[src/hw/rtl/jsu_pkg.sv]
package jsu_pkg;

    // ascii codes used by the decoder
    localparam logic [7:0] CH_QUOTE  = 8'h22;
    localparam logic [7:0] CH_BSLASH = 8'h5C;
    localparam logic [7:0] CH_SLASH  = 8'h2F;
    localparam logic [7:0] CH_SPACE  = 8'h20;
    localparam logic [7:0] CH_LC_B   = 8'h62;
    localparam logic [7:0] CH_LC_F   = 8'h66;
    localparam logic [7:0] CH_LC_N   = 8'h6E;
    localparam logic [7:0] CH_LC_R   = 8'h72;
    localparam logic [7:0] CH_LC_T   = 8'h74;
    localparam logic [7:0] CH_LC_U   = 8'h75;
    localparam logic [7:0] CH_BS     = 8'h08;
    localparam logic [7:0] CH_FF     = 8'h0C;
    localparam logic [7:0] CH_LF     = 8'h0A;
    localparam logic [7:0] CH_CR     = 8'h0D;
    localparam logic [7:0] CH_TAB    = 8'h09;

    // utf-8 encoding constants
    localparam logic [15:0] CP_TWO_BYTE   = 16'h0080;
    localparam logic [15:0] CP_THREE_BYTE = 16'h0800;
    localparam logic [7:0]  UTF8_LEAD2    = 8'hC0;
    localparam logic [7:0]  UTF8_LEAD3    = 8'hE0;
    localparam logic [7:0]  UTF8_CONT     = 8'h80;
    localparam logic [7:0]  MASK_LEAD2    = 8'h1F;
    localparam logic [7:0]  MASK_LEAD3    = 8'h0F;
    localparam logic [7:0]  MASK_CONT     = 8'h3F;
    localparam logic [7:0]  MASK_ASCII    = 8'h7F;

    // status codes on a report beat
    localparam logic [2:0] ST_NONE    = 3'd0;
    localparam logic [2:0] ST_OK      = 3'd1;
    localparam logic [2:0] ST_NOOPEN  = 3'd2;
    localparam logic [2:0] ST_BADESC  = 3'd3;
    localparam logic [2:0] ST_BADUNI  = 3'd4;
    localparam logic [2:0] ST_NOCLOSE = 3'd5;
    localparam logic [2:0] ST_SPARE   = 3'd6;

    // result queue
    localparam int FIFO_DEPTH = 8;
    localparam int FIFO_AW    = 3;
    localparam int MAX_RES    = 4;

    // results of one input byte: data bytes first, then an optional status
    typedef struct packed {
        logic [1:0]      data_count;
        logic [2:0][7:0] data;
        logic            has_status;
        logic [2:0]      status;
    } dec_t;

    // one queued result beat
    typedef struct packed {
        logic [7:0] out_byte;
        logic       is_data;
        logic [2:0] status;
        logic       last;
    } result_t;

    // hex digit value, msb set when the byte is a valid digit
    function automatic logic [4:0] hex_value(input logic [7:0] c);
        logic [4:0] v;
        v = 5'd0;
        if (c >= 8'h30 && c <= 8'h39)
            v = {1'b1, 4'(c - 8'h30)};
        else if (c >= 8'h61 && c <= 8'h66)
            v = {1'b1, 4'(c - 8'h57)};
        else if (c >= 8'h41 && c <= 8'h46)
            v = {1'b1, 4'(c - 8'h37)};
        return v;
    endfunction

endpackage

[src/hw/rtl/jsu_decode.sv]
module jsu_decode (
    input  logic          clk,
    input  logic          rst_n,
    input  logic          fire,
    input  logic [7:0]    text_byte,
    input  logic          end_of_text,
    output jsu_pkg::dec_t dec
);
    import jsu_pkg::*;

    typedef enum logic [2:0] {
        PH_LEAD,
        PH_BODY,
        PH_ESC,
        PH_HEX,
        PH_TAIL,
        PH_SKIP
    } phase_t;

    phase_t      phase_reg, phase_next;
    logic [1:0]  hex_count_reg, hex_count_next;
    logic [15:0] code_point_reg, code_point_next;

    logic [4:0]  hv;
    logic [15:0] cp_shift;
    logic [2:0]  end_code;

    // decode the byte in the input register
    always_comb
    begin
        hv              = hex_value(text_byte);
        cp_shift        = {code_point_reg[11:0], hv[3:0]};
        phase_next      = phase_reg;
        hex_count_next  = hex_count_reg;
        code_point_next = code_point_reg;
        dec             = '0;
        end_code        = ST_NONE;

        if (text_byte != 8'd0)
        begin
            unique case (phase_reg)
                PH_LEAD:
                begin
                    if (text_byte == CH_QUOTE)
                        phase_next = PH_BODY;
                    else if (text_byte > CH_SPACE)
                    begin
                        dec.has_status = 1'b1;
                        dec.status     = ST_NOOPEN;
                        phase_next     = PH_SKIP;
                    end
                end
                PH_BODY:
                begin
                    if (text_byte == CH_QUOTE)
                        phase_next = PH_TAIL;
                    else if (text_byte == CH_BSLASH)
                        phase_next = PH_ESC;
                    else
                    begin
                        dec.data[0]    = text_byte;
                        dec.data_count = 2'd1;
                    end
                end
                PH_ESC:
                begin
                    phase_next     = PH_BODY;
                    dec.data_count = 2'd1;
                    unique case (text_byte)
                        CH_QUOTE, CH_BSLASH, CH_SLASH: dec.data[0] = text_byte;
                        CH_LC_B: dec.data[0] = CH_BS;
                        CH_LC_F: dec.data[0] = CH_FF;
                        CH_LC_N: dec.data[0] = CH_LF;
                        CH_LC_R: dec.data[0] = CH_CR;
                        CH_LC_T: dec.data[0] = CH_TAB;
                        CH_LC_U:
                        begin
                            dec.data_count  = 2'd0;
                            phase_next      = PH_HEX;
                            hex_count_next  = 2'd0;
                            code_point_next = 16'd0;
                        end
                        default:
                        begin
                            dec.data_count = 2'd0;
                            dec.has_status = 1'b1;
                            dec.status     = ST_BADESC;
                            phase_next     = PH_SKIP;
                        end
                    endcase
                end
                PH_HEX:
                begin
                    if (!hv[4])
                    begin
                        dec.has_status = 1'b1;
                        dec.status     = ST_BADUNI;
                        phase_next     = PH_SKIP;
                    end
                    else
                    begin
                        code_point_next = cp_shift;
                        if (hex_count_reg == 2'd3)
                        begin
                            hex_count_next = 2'd0;
                            phase_next     = PH_BODY;
                            // utf-8 encode the finished code point
                            if (cp_shift < CP_TWO_BYTE)
                            begin
                                dec.data[0]    = cp_shift[7:0] & MASK_ASCII;
                                dec.data_count = 2'd1;
                            end
                            else if (cp_shift < CP_THREE_BYTE)
                            begin
                                dec.data[0]    = (cp_shift[13:6] & MASK_LEAD2) | UTF8_LEAD2;
                                dec.data[1]    = (cp_shift[7:0] & MASK_CONT) | UTF8_CONT;
                                dec.data_count = 2'd2;
                            end
                            else
                            begin
                                dec.data[0]    = (cp_shift[15:8] >> 4) | UTF8_LEAD3;
                                dec.data[1]    = (cp_shift[13:6] & MASK_CONT) | UTF8_CONT;
                                dec.data[2]    = (cp_shift[7:0] & MASK_CONT) | UTF8_CONT;
                                dec.data_count = 2'd3;
                            end
                        end
                        else
                            hex_count_next = hex_count_reg + 2'd1;
                    end
                end
                PH_TAIL:
                begin
                    if (text_byte > CH_SPACE)
                    begin
                        dec.has_status = 1'b1;
                        dec.status     = ST_SPARE;
                        phase_next     = PH_SKIP;
                    end
                end
                default: ;
            endcase
        end

        // end of text: report by phase, then rearm on end_of_text
        if (text_byte == 8'd0 || end_of_text)
        begin
            unique case (phase_next)
                PH_LEAD: end_code = ST_NOOPEN;
                PH_BODY: end_code = ST_NOCLOSE;
                PH_ESC:  end_code = ST_BADESC;
                PH_HEX:  end_code = ST_BADUNI;
                PH_TAIL: end_code = ST_OK;
                default: end_code = ST_NONE;
            endcase
            if (end_code != ST_NONE)
            begin
                dec.has_status = 1'b1;
                dec.status     = end_code;
                phase_next     = PH_SKIP;
            end
            if (end_of_text)
            begin
                phase_next      = PH_LEAD;
                hex_count_next  = 2'd0;
                code_point_next = 16'd0;
            end
        end
    end

    // parser state
    always_ff @(posedge clk or negedge rst_n)
    begin
        if (!rst_n)
        begin
            phase_reg      <= PH_LEAD;
            hex_count_reg  <= 2'd0;
            code_point_reg <= 16'd0;
        end
        else if (fire)
        begin
            phase_reg      <= phase_next;
            hex_count_reg  <= hex_count_next;
            code_point_reg <= code_point_next;
        end
    end

    // end of text always rearms the parser
    assert property (@(posedge clk) disable iff (!rst_n)
        (fire && end_of_text) |=> (phase_reg == PH_LEAD && hex_count_reg == 2'd0))
        else $error("parser did not rearm after end of text");

    // three data bytes only come from a finished unicode escape
    assert property (@(posedge clk) disable iff (!rst_n)
        (fire && dec.data_count == 2'd3) |-> (phase_reg == PH_HEX && hex_count_reg == 2'd3))
        else $error("three-byte output outside a unicode escape");

endmodule

[src/hw/rtl/jsu_fifo.sv]
module jsu_fifo (
    input  logic             clk,
    input  logic             rst_n,
    input  logic             push,
    input  jsu_pkg::dec_t    dec,
    output logic             room,
    output logic             out_valid,
    input  logic             out_ready,
    output jsu_pkg::result_t out_head
);
    import jsu_pkg::*;

    result_t            mem_reg [FIFO_DEPTH];
    logic [FIFO_AW-1:0] wr_ptr_reg, wr_ptr_next;
    logic [FIFO_AW-1:0] rd_ptr_reg, rd_ptr_next;
    logic [FIFO_AW:0]   count_reg, count_next;
    logic [2:0]         push_n;
    logic               pop;
    result_t            entry [MAX_RES];

    // expand the decoded results into queue beats
    always_comb
    begin
        push_n = push ? (3'(dec.data_count) + 3'(dec.has_status)) : 3'd0;
        for (int i = 0; i < MAX_RES; i++)
        begin
            entry[i] = '0;
            if (i < 3 && 2'(i) < dec.data_count)
            begin
                entry[i].out_byte = dec.data[i[1:0]];
                entry[i].is_data  = 1'b1;
            end
            else
                entry[i].status = dec.status;
            entry[i].last = (3'(i) == push_n - 3'd1);
        end
    end

    assign pop         = out_valid && out_ready;
    assign out_valid   = (count_reg != '0);
    assign out_head    = mem_reg[rd_ptr_reg];
    assign room        = (count_reg <= (FIFO_AW+1)'(FIFO_DEPTH - MAX_RES));
    assign wr_ptr_next = wr_ptr_reg + FIFO_AW'(push_n);
    assign rd_ptr_next = rd_ptr_reg + FIFO_AW'(pop);
    assign count_next  = count_reg + (FIFO_AW+1)'(push_n) - (FIFO_AW+1)'(pop);

    // queue pointers
    always_ff @(posedge clk or negedge rst_n)
    begin
        if (!rst_n)
        begin
            wr_ptr_reg <= '0;
            rd_ptr_reg <= '0;
            count_reg  <= '0;
        end
        else
        begin
            wr_ptr_reg <= wr_ptr_next;
            rd_ptr_reg <= rd_ptr_next;
            count_reg  <= count_next;
        end
    end

    // queue storage, up to four writes a cycle
    always_ff @(posedge clk)
    begin
        for (int i = 0; i < MAX_RES; i++)
        begin
            if (3'(i) < push_n)
                mem_reg[wr_ptr_reg + FIFO_AW'(i)] <= entry[i];
        end
    end

    // never overfilled
    assert property (@(posedge clk) disable iff (!rst_n)
        count_reg <= (FIFO_AW+1)'(FIFO_DEPTH))
        else $error("result queue overflow");

    // pushes only land while there is room for a full set of results
    assert property (@(posedge clk) disable iff (!rst_n)
        (push_n != 3'd0) |-> room)
        else $error("push without room");

endmodule

[src/hw/rtl/json_string_unescape_utf8.sv]
// Decodes one JSON string literal per text, one input byte per beat. Each byte
// is held in an input register, decoded combinationally into up to four
// result beats (three UTF-8 bytes and one status) and written into an
// eight-entry result queue that drives the output. Input is taken every cycle
// while the queue holds four results or fewer; the output drains one result per
// cycle while m_tready is high, so a \uXXXX escape (six input bytes, at most
// four results) keeps a sustained rate of one input byte per cycle, and each
// result passes through the input register and the queue. A status beat (tuser
// low) ends each text; tlast marks the last result caused by one input byte.
module json_string_unescape_utf8 (
    input  logic        clk,
    input  logic        rst_n,
    input  logic        s_tvalid,
    output logic        s_tready,
    input  logic [7:0]  s_tdata,   // [7:0] text_byte
    input  logic        s_tlast,   // end_of_text
    output logic        m_tvalid,
    input  logic        m_tready,
    output logic [15:0] m_tdata,   // [7:0] out_byte, [10:8] status, rest zero
    output logic        m_tuser,   // is_data
    output logic        m_tlast    // last
);
    import jsu_pkg::*;

    logic       in_valid_reg;
    logic [7:0] in_byte_reg;
    logic       in_eot_reg;
    logic       room;
    logic       adv;
    dec_t       dec;
    result_t    head;

    assign adv      = in_valid_reg && room;
    assign s_tready = !in_valid_reg || adv;

    // input register
    always_ff @(posedge clk or negedge rst_n)
    begin
        if (!rst_n)
            in_valid_reg <= 1'b0;
        else if (s_tready)
            in_valid_reg <= s_tvalid;
    end

    always_ff @(posedge clk)
    begin
        if (s_tvalid && s_tready)
        begin
            in_byte_reg <= s_tdata;
            in_eot_reg  <= s_tlast;
        end
    end

    jsu_decode u_decode (
        .clk         (clk),
        .rst_n       (rst_n),
        .fire        (adv),
        .text_byte   (in_byte_reg),
        .end_of_text (in_eot_reg),
        .dec         (dec)
    );

    jsu_fifo u_fifo (
        .clk       (clk),
        .rst_n     (rst_n),
        .push      (adv),
        .dec       (dec),
        .room      (room),
        .out_valid (m_tvalid),
        .out_ready (m_tready),
        .out_head  (head)
    );

    // output beat
    assign m_tdata = {5'd0, head.status, head.out_byte};
    assign m_tuser = head.is_data;
    assign m_tlast = head.last;

endmodule

[config.mk]
export PLATFORM = sky130hd
export DESIGN_NAME = json_string_unescape_utf8
export DESIGN_NICKNAME = d
export VERILOG_FILES = /design/src/hw/rtl/jsu_pkg.sv /design/src/hw/rtl/jsu_decode.sv /design/src/hw/rtl/jsu_fifo.sv /design/src/hw/rtl/json_string_unescape_utf8.sv
export SDC_FILE = /design/constraint.sdc
export NUM_CORES = 1
export LEC_CHECK = 0
export BUFFER_PORTS_ARGS = -buffer_cell sky130_fd_sc_hd__buf_2
export CORE_MARGIN = 3
export CORE_UTILIZATION = 49
export CTS_CLUSTER_SIZE = 28
export DETAILED_ROUTE_END_ITERATION = 7
export PLACE_DENSITY = 0.75
export RECOVER_POWER = 100
export SYNTH_ARGS = -nofsm -noshare
export SYNTH_HDL_FRONTEND = slang
export SYNTH_HIERARCHICAL = 1
export SYNTH_SLANG_ARGS = --single-unit
[constraint.sdc]
create_clock -name clk -period 5.4 [get_ports clk]
set_input_delay 0.54 -clock clk [delete_from_list [all_inputs] [get_ports clk]]
set_output_delay 0.54 -clock clk [all_outputs]
set_load 0.05 [all_outputs]
Word-level counts from Yosys, hierarchy flattened
Memory sizes are Yosys's and may differ from the RTL's.
Cells that the tools add are included.
Widths: inputs -> output; s select.
{"block": "classes", "n_addsub": 13, "magnitude_cmp": 17, "n_eq_ne": 21, "muxes": 71, "reduce_logical": 19}
{"op": "$mux 16", "n": 7}
{"op": "$eq 8x7->1 const B", "n": 7}
{"op": "$mux 26", "n": 2}
{"op": "$pmux 8 s6", "n": 1}
{"op": "$mux 3", "n": 15}
{"op": "$mux 8", "n": 4}
{"op": "$pmux 16 s2", "n": 1}
{"op": "$mux 30", "n": 1}
{"op": "$pmux 3 s5", "n": 2}
{"op": "$mux 4", "n": 7}
{"op": "$mux 9", "n": 3}
{"op": "$pmux 8 s3", "n": 1}
{"op": "$eq 8x6->1 const B", "n": 2}
{"op": "$ge 8x7->1 const B", "n": 2}
{"op": "$le 8x7->1 const B", "n": 2}
{"op": "$lt 16x12->1 const B", "n": 1}
{"op": "$lt 16x8->1 const B", "n": 1}
{"op": "$mux 2", "n": 8}
{"op": "$pmux 4 s4", "n": 1}
{"op": "$mux 5", "n": 3}
{"op": "$mux 14", "n": 1}
{"op": "$eq 3x2->1 const B", "n": 4}
{"op": "$mux 1", "n": 11}
{"op": "$logic_not 3->1", "n": 3}
{"op": "other kinds (37)", "n": 51}
{"block": "word_totals", "reg_bits": 41, "mem_bits_rw": 104, "input_bits": 13, "wordCells": 151, "mem_count": 1}
{"memory": "u_fifo.mem_reg", "words": 8, "word_bits": 13, "rd": 1, "rd_clocked_by_memory_dff": 0, "wr": 4, "line": "jsu_fifo.sv:13", "rtl": "result_t mem_reg [FIFO_DEPTH];"}

Logic depth before layout (Yosys ltp)
{"block": "depth", "word_depth": 19, "ltp_mapped": 21, "mapped_depth_nobuf": 17}

By module
Netlist, hierarchy kept.
{"module": "jsu_fifo", "instances": 1, "cells_per_inst": 697, "area_per_inst_um2": 6847.8, "seq_area_each_um2": 2652.5}
{"module": "jsu_decode", "instances": 1, "cells_per_inst": 246, "area_per_inst_um2": 1875.5, "seq_area_each_um2": 425.4}
{"module": "json_string_unescape_utf8", "instances": 1, "cells_per_inst": 20, "area_per_inst_um2": 371.6, "seq_area_each_um2": 295.3}

Worst setup path after synthesis
Ideal clock, no wire load.
{"block": "synth_timing", "kind": "flip-flop to flip-flop", "from": "register in_byte_reg[0]", "to": "memory u_fifo/mem_reg[6][0] (netlist name) (enable)", "setup_time_ps": 304, "t_arrival_ps": 3992, "required_ps": 5096, "slack_ps": 1104, "path_stages_with_launch": 21, "n_path_buf": 5, "period_less_slack_ps": 4296, "path_cell_list": "edfxtp_1 -> inv_1 -> ha_1 -> buf_2 -> nor3b_1 -> a311oi_2 -> or2_1 -> buf_4 -> and3_1 -> buf_6 -> o21ai_0 -> a31oi_1 -> ha_1 -> ha_1 -> buf_4 -> inv_2 -> a311o_1 -> o22a_1 -> buf_2 -> nor2b_1 -> inv_1"}
{"element": "from (decl)", "line": "json_string_unescape_utf8.sv:26", "rtl": "logic [7:0] in_byte_reg;"}
{"element": "from (signal assigned)", "line": "json_string_unescape_utf8.sv:49", "rtl": "in_byte_reg <= s_tdata;"}
{"element": "to (decl)", "line": "jsu_fifo.sv:13"}

==> results.md <==
- Final global-route overflow total: 0
- Placement-stage worst setup slack: 0.481 ns
- Vert. Die Dim: 142 um
- RePlAce Congestion: 0.978
- Kind of critical path: flop to flop
- CTS clock-pin slew for the worst setup and hold paths: 0.06 ns
- Top-area cell type share of the netlist area: 15.8%
- Final worst slack: ~0.38 ns
- Status: finished with violations
- Number of buffers between clock root and the deepest sink: 2
- Setup Skew: about 0.012 ns
- Post-Route WL: between 20000 and 30000 um
- Finished layout cell area: 9780 um2
- Shortest clock period the worst path allows after layout: 5.02 ns
- CTS Buf Count: 17
- Clock network fraction of design power: 22.1%
- Critical Path Most Common Cell: ha_1
- Clock Latency Late Sink: 0.43 ns
- Post-synthesis instance area: 9090 um2
- Unique cell type count in the Yosys netlist: 102
- Final-stage net count: 991
- Reg power frac: 31.7%
- GRT Util Overall: 25.2%
- Origin of the critical flop-to-flop path: in_byte_reg[0]
- Number of warnings issued by yosys: 6
- Logic depth of the worst register-to-register path: 17
- Part of the total power dissipated in combinational logic: 46.2%
- Relative max-transition margin: -7.90%
- Dpl hpwl: 18800 um
- Startpoint of the tightest hold check path: s_tdata[4]
- Count of flip-flops with a built-in enable after synthesis: slightly above 40
- Area growth from synthesis to layout: 7.54%
- Largest net degree at the start of global routing: 29
- Die outline area: just over 20000 um2
- Met2 demand-to-capacity share in global routing: 40.5%
- Cell taking the most area after synthesis: dfxtp_1
- Number of antenna violations at the first check in global routing: 0
- Clock tree from TritonCTS: built
- Main flop type after synthesis: dfxtp_1
- Commonest cells after routing, fill and taps aside: 95 x nand2_1, 75 x nor2_1, 72 x dfxtp_1, 57 x a21oi_1, 41 x edfxtp_1
- Net load switching power: 2200 uW
- Number of instances in the synthesized netlist: 963
- Fraction of registers with async set/reset: 19.9%
- Hold buffer count at cts: 0
- Htree depth: 4
- Die X-Extent: ~140 um
- Number of flip-flops under the largest register name: 104
- Ratio of routed vias to standard cells: 6.64
- Layout cells sized above 1: between 10% and 20%
- Commonest non-fill, non-tap cell in the layout: nand2_1
- Number of clock sinks seen by CTS: 141
- PD cells: 506 nW/um2
- Final number of max-transition violations: between 40 and 50
- Core area: about 18000 um2
- Number of diodes: 0
- Layer with the highest usage after global routing: met2
- Int Pwr: 2750 uW
- Violations in the final reports: capacitance limit, slew limit
- Via count: 7968
- Final clock period utilization by the worst path: 92.9%
- Slowest CP cell: edfxtp_1
- Global-route wire length before repair: ~40000 um
- Count of max-cap constraint violations: 2
- Maximum ir drop on the vdd rail: 0.000312 V
- Initial DRC count: 1233
- Setup slack of the most critical reg-to-reg path: 0.38 ns
- CP Data Required Time: 5.56 ns
- Starting Density: 50.3%
- Total chip power: 4950 uW
- Seq cells post-synth: 141
- Vias in the first global route: 7578
- FMAX: 199 MHz
- Critical Path Start Type: flop
- Met1 Use GR: 34.0%
- Postcts setup bufs: 0
- Cell-by-cell trace of the critical path: inv_1, ha_1, nor3b_1, a311oi_2, or2_1, and3_1, o21ai_0, a31oi_1, ha_1, ha_1, buf_4, o21ba_1, nand2_1, a2bb2oi_1, clkbuf_1, nor2b_1, inv_1
- Post-route ant nets: 0
- Number of setup violations in the final report: 0
- Fill cell total of the finished layout: about 1600
- End point of the worst hold path: in_byte_reg[4]
- Category of the worst setup path capture point: flop
- Maximum fanout count along the critical path: 12
- CP peak stage delay: 0.47 ns
- Arrival time at the worst endpoint: 5.18 ns
- Routed length per instance: ~21 um
- Drt drc: 0
- Cts repair resizes: 0
- Share of the yosys chip area belonging to registers: 37.1%
- Post-synthesis average cell area: 9.44 um2
- Boundary pin count: 33
- Final hold viol count: 0
- Number of detailed-route iterations in the first pass: 7
- Actual slew at the worst max-slew pin: 1.60 ns
- Capture point of the worst reg-to-reg path: u_fifo/mem_reg[5][1]
- Hold path depth: 1
- Post-placement cell area: 9350 um2
- Buffer type at the clock tree root: clkbuf_16
- Unrepaired setup endpoints after global routing: no
- Top post-synthesis cells by area: dfxtp_1 16%, edfxtp_1 14%, dfrtp_1 7.7%, mux4_2 6.4%, nand2_1 3.9%
- Total of buffers placed on input and output ports: 27
- Row cnt: between 40 and 50
- Leakage power summed over all cells: 0.00365 uW
- Hold WC Path Type: primary input to flop
- Final-layout setup total negative slack: 0 ns
- Switching share of power: roughly 44%
- GR met3 Demand/Resource: 5.31%
-- per-layer routing --
| metal | routed length, um | vias to the layer above | part of all wire [%] |
|---|---|---|---|
| met2 | 11700 | 463 | 46 |
| met4 | 585 | 0 | 2.3 |
| met5 | 0 | - | 0 |
| met1 | 11000 | 3814 | 43 |
| li1 | - | 3638 | - |
| met3 | 2320 | 53 | 9.1 |
-- power groups by stage --
stage	Combinational, uW	Sequential [uW]	Clock, uW
finish	2290	1570	1090
global route	2460	1590	1160
CTS	2300	1570	1110
detailed placement	2290	1590	0
global placement	2260	1580	0
floorplan	1890	1450	0
-- worst max-delay path: cells and delay by family, from the launching register on --
| kind | cells | cell delay [ns] |
|---|---|---|
| fa+ha+maj | 3 | 0.80 |
| compound gates | 5 | 1.31 |
| buf+inv | 4 | 0.92 |
| flops | 1 | 0.47 |
| simple gates | 5 | 1.24 |
-- synthesized netlist by cell type, types with 19 or more instances --
master and count:
buf_2 19, dfxtp_1 72, nor3_1 22, nor2b_1 36, a21oi_1 57, o21ai_0 27
mux4_2 26, nand2_1 94, a22oi_1 19, clkbuf_1 35, a222oi_1 23, inv_1 32
edfxtp_1 41, nor2_1 75, and2_1 33, dfrtp_1 28
-- cell type report --
| cell class | instances | area (um2) | area share [%] |
|---|---|---|---|
| Sequential cell | 141 | 3370 | 34.5 |
| Inverter | 35 | 133 | 1.36 |
| Multi-Input combinational cell | 712 | 5150 | 52.7 |
| Tap cell | 229 | 287 | 2.93 |
| Timing Repair Buffer | 51 | 285 | 2.92 |
| Clock inverter | 12 | 81.3 | 0.832 |
| Clock buffer | 20 | 468 | 4.78 |
-- through the flow --
step | cells | hold WS, ns | utilization (%)
3_5_place_dp | 1168 | 0.444 | 51.7
5_1_grt | 1200 | 0.283 | 54.1
3_3_place_gp | 1168 | 0.433 | 51.7
6_report | 1200 | 0.292 | 54.1
4_1_cts | 1200 | 0.167 | 54.7
2_1_floorplan | 968 | 0.244 | -
-- kinds of logic (layout without fill, tap and decap cells) --
kind of cell,Yosys count,after routing,share of synthesized area (%)
other,2,7,0.0826
buffers and inverters,115,118,5.72
adders and majority gates,20,20,2.92
muxes,40,40,8.17
xor gates and xnor gates,13,13,1.42
and+or+nand+nor,361,361,21.0
AOI/OAI and AO/OA,271,271,23.6
DFF,141,141,37.1
-- how the worst max path moves through the flow --
stage                              start              endpoint  slack, ns
after floorplan           in_byte_reg[0]  u_fifo/mem_reg[6][0]       1.10
after global placement    in_byte_reg[0]  u_fifo/mem_reg[4][3]       0.66
after detailed placement  in_byte_reg[0]  u_fifo/mem_reg[4][3]       0.48
after CTS                 in_byte_reg[0]  u_fifo/mem_reg[4][3]       0.47
after global routing      in_byte_reg[0]  u_fifo/mem_reg[5][2]       0.04
final                     in_byte_reg[0]  u_fifo/mem_reg[5][1]       0.38
(Power assumes the default switching activity.)
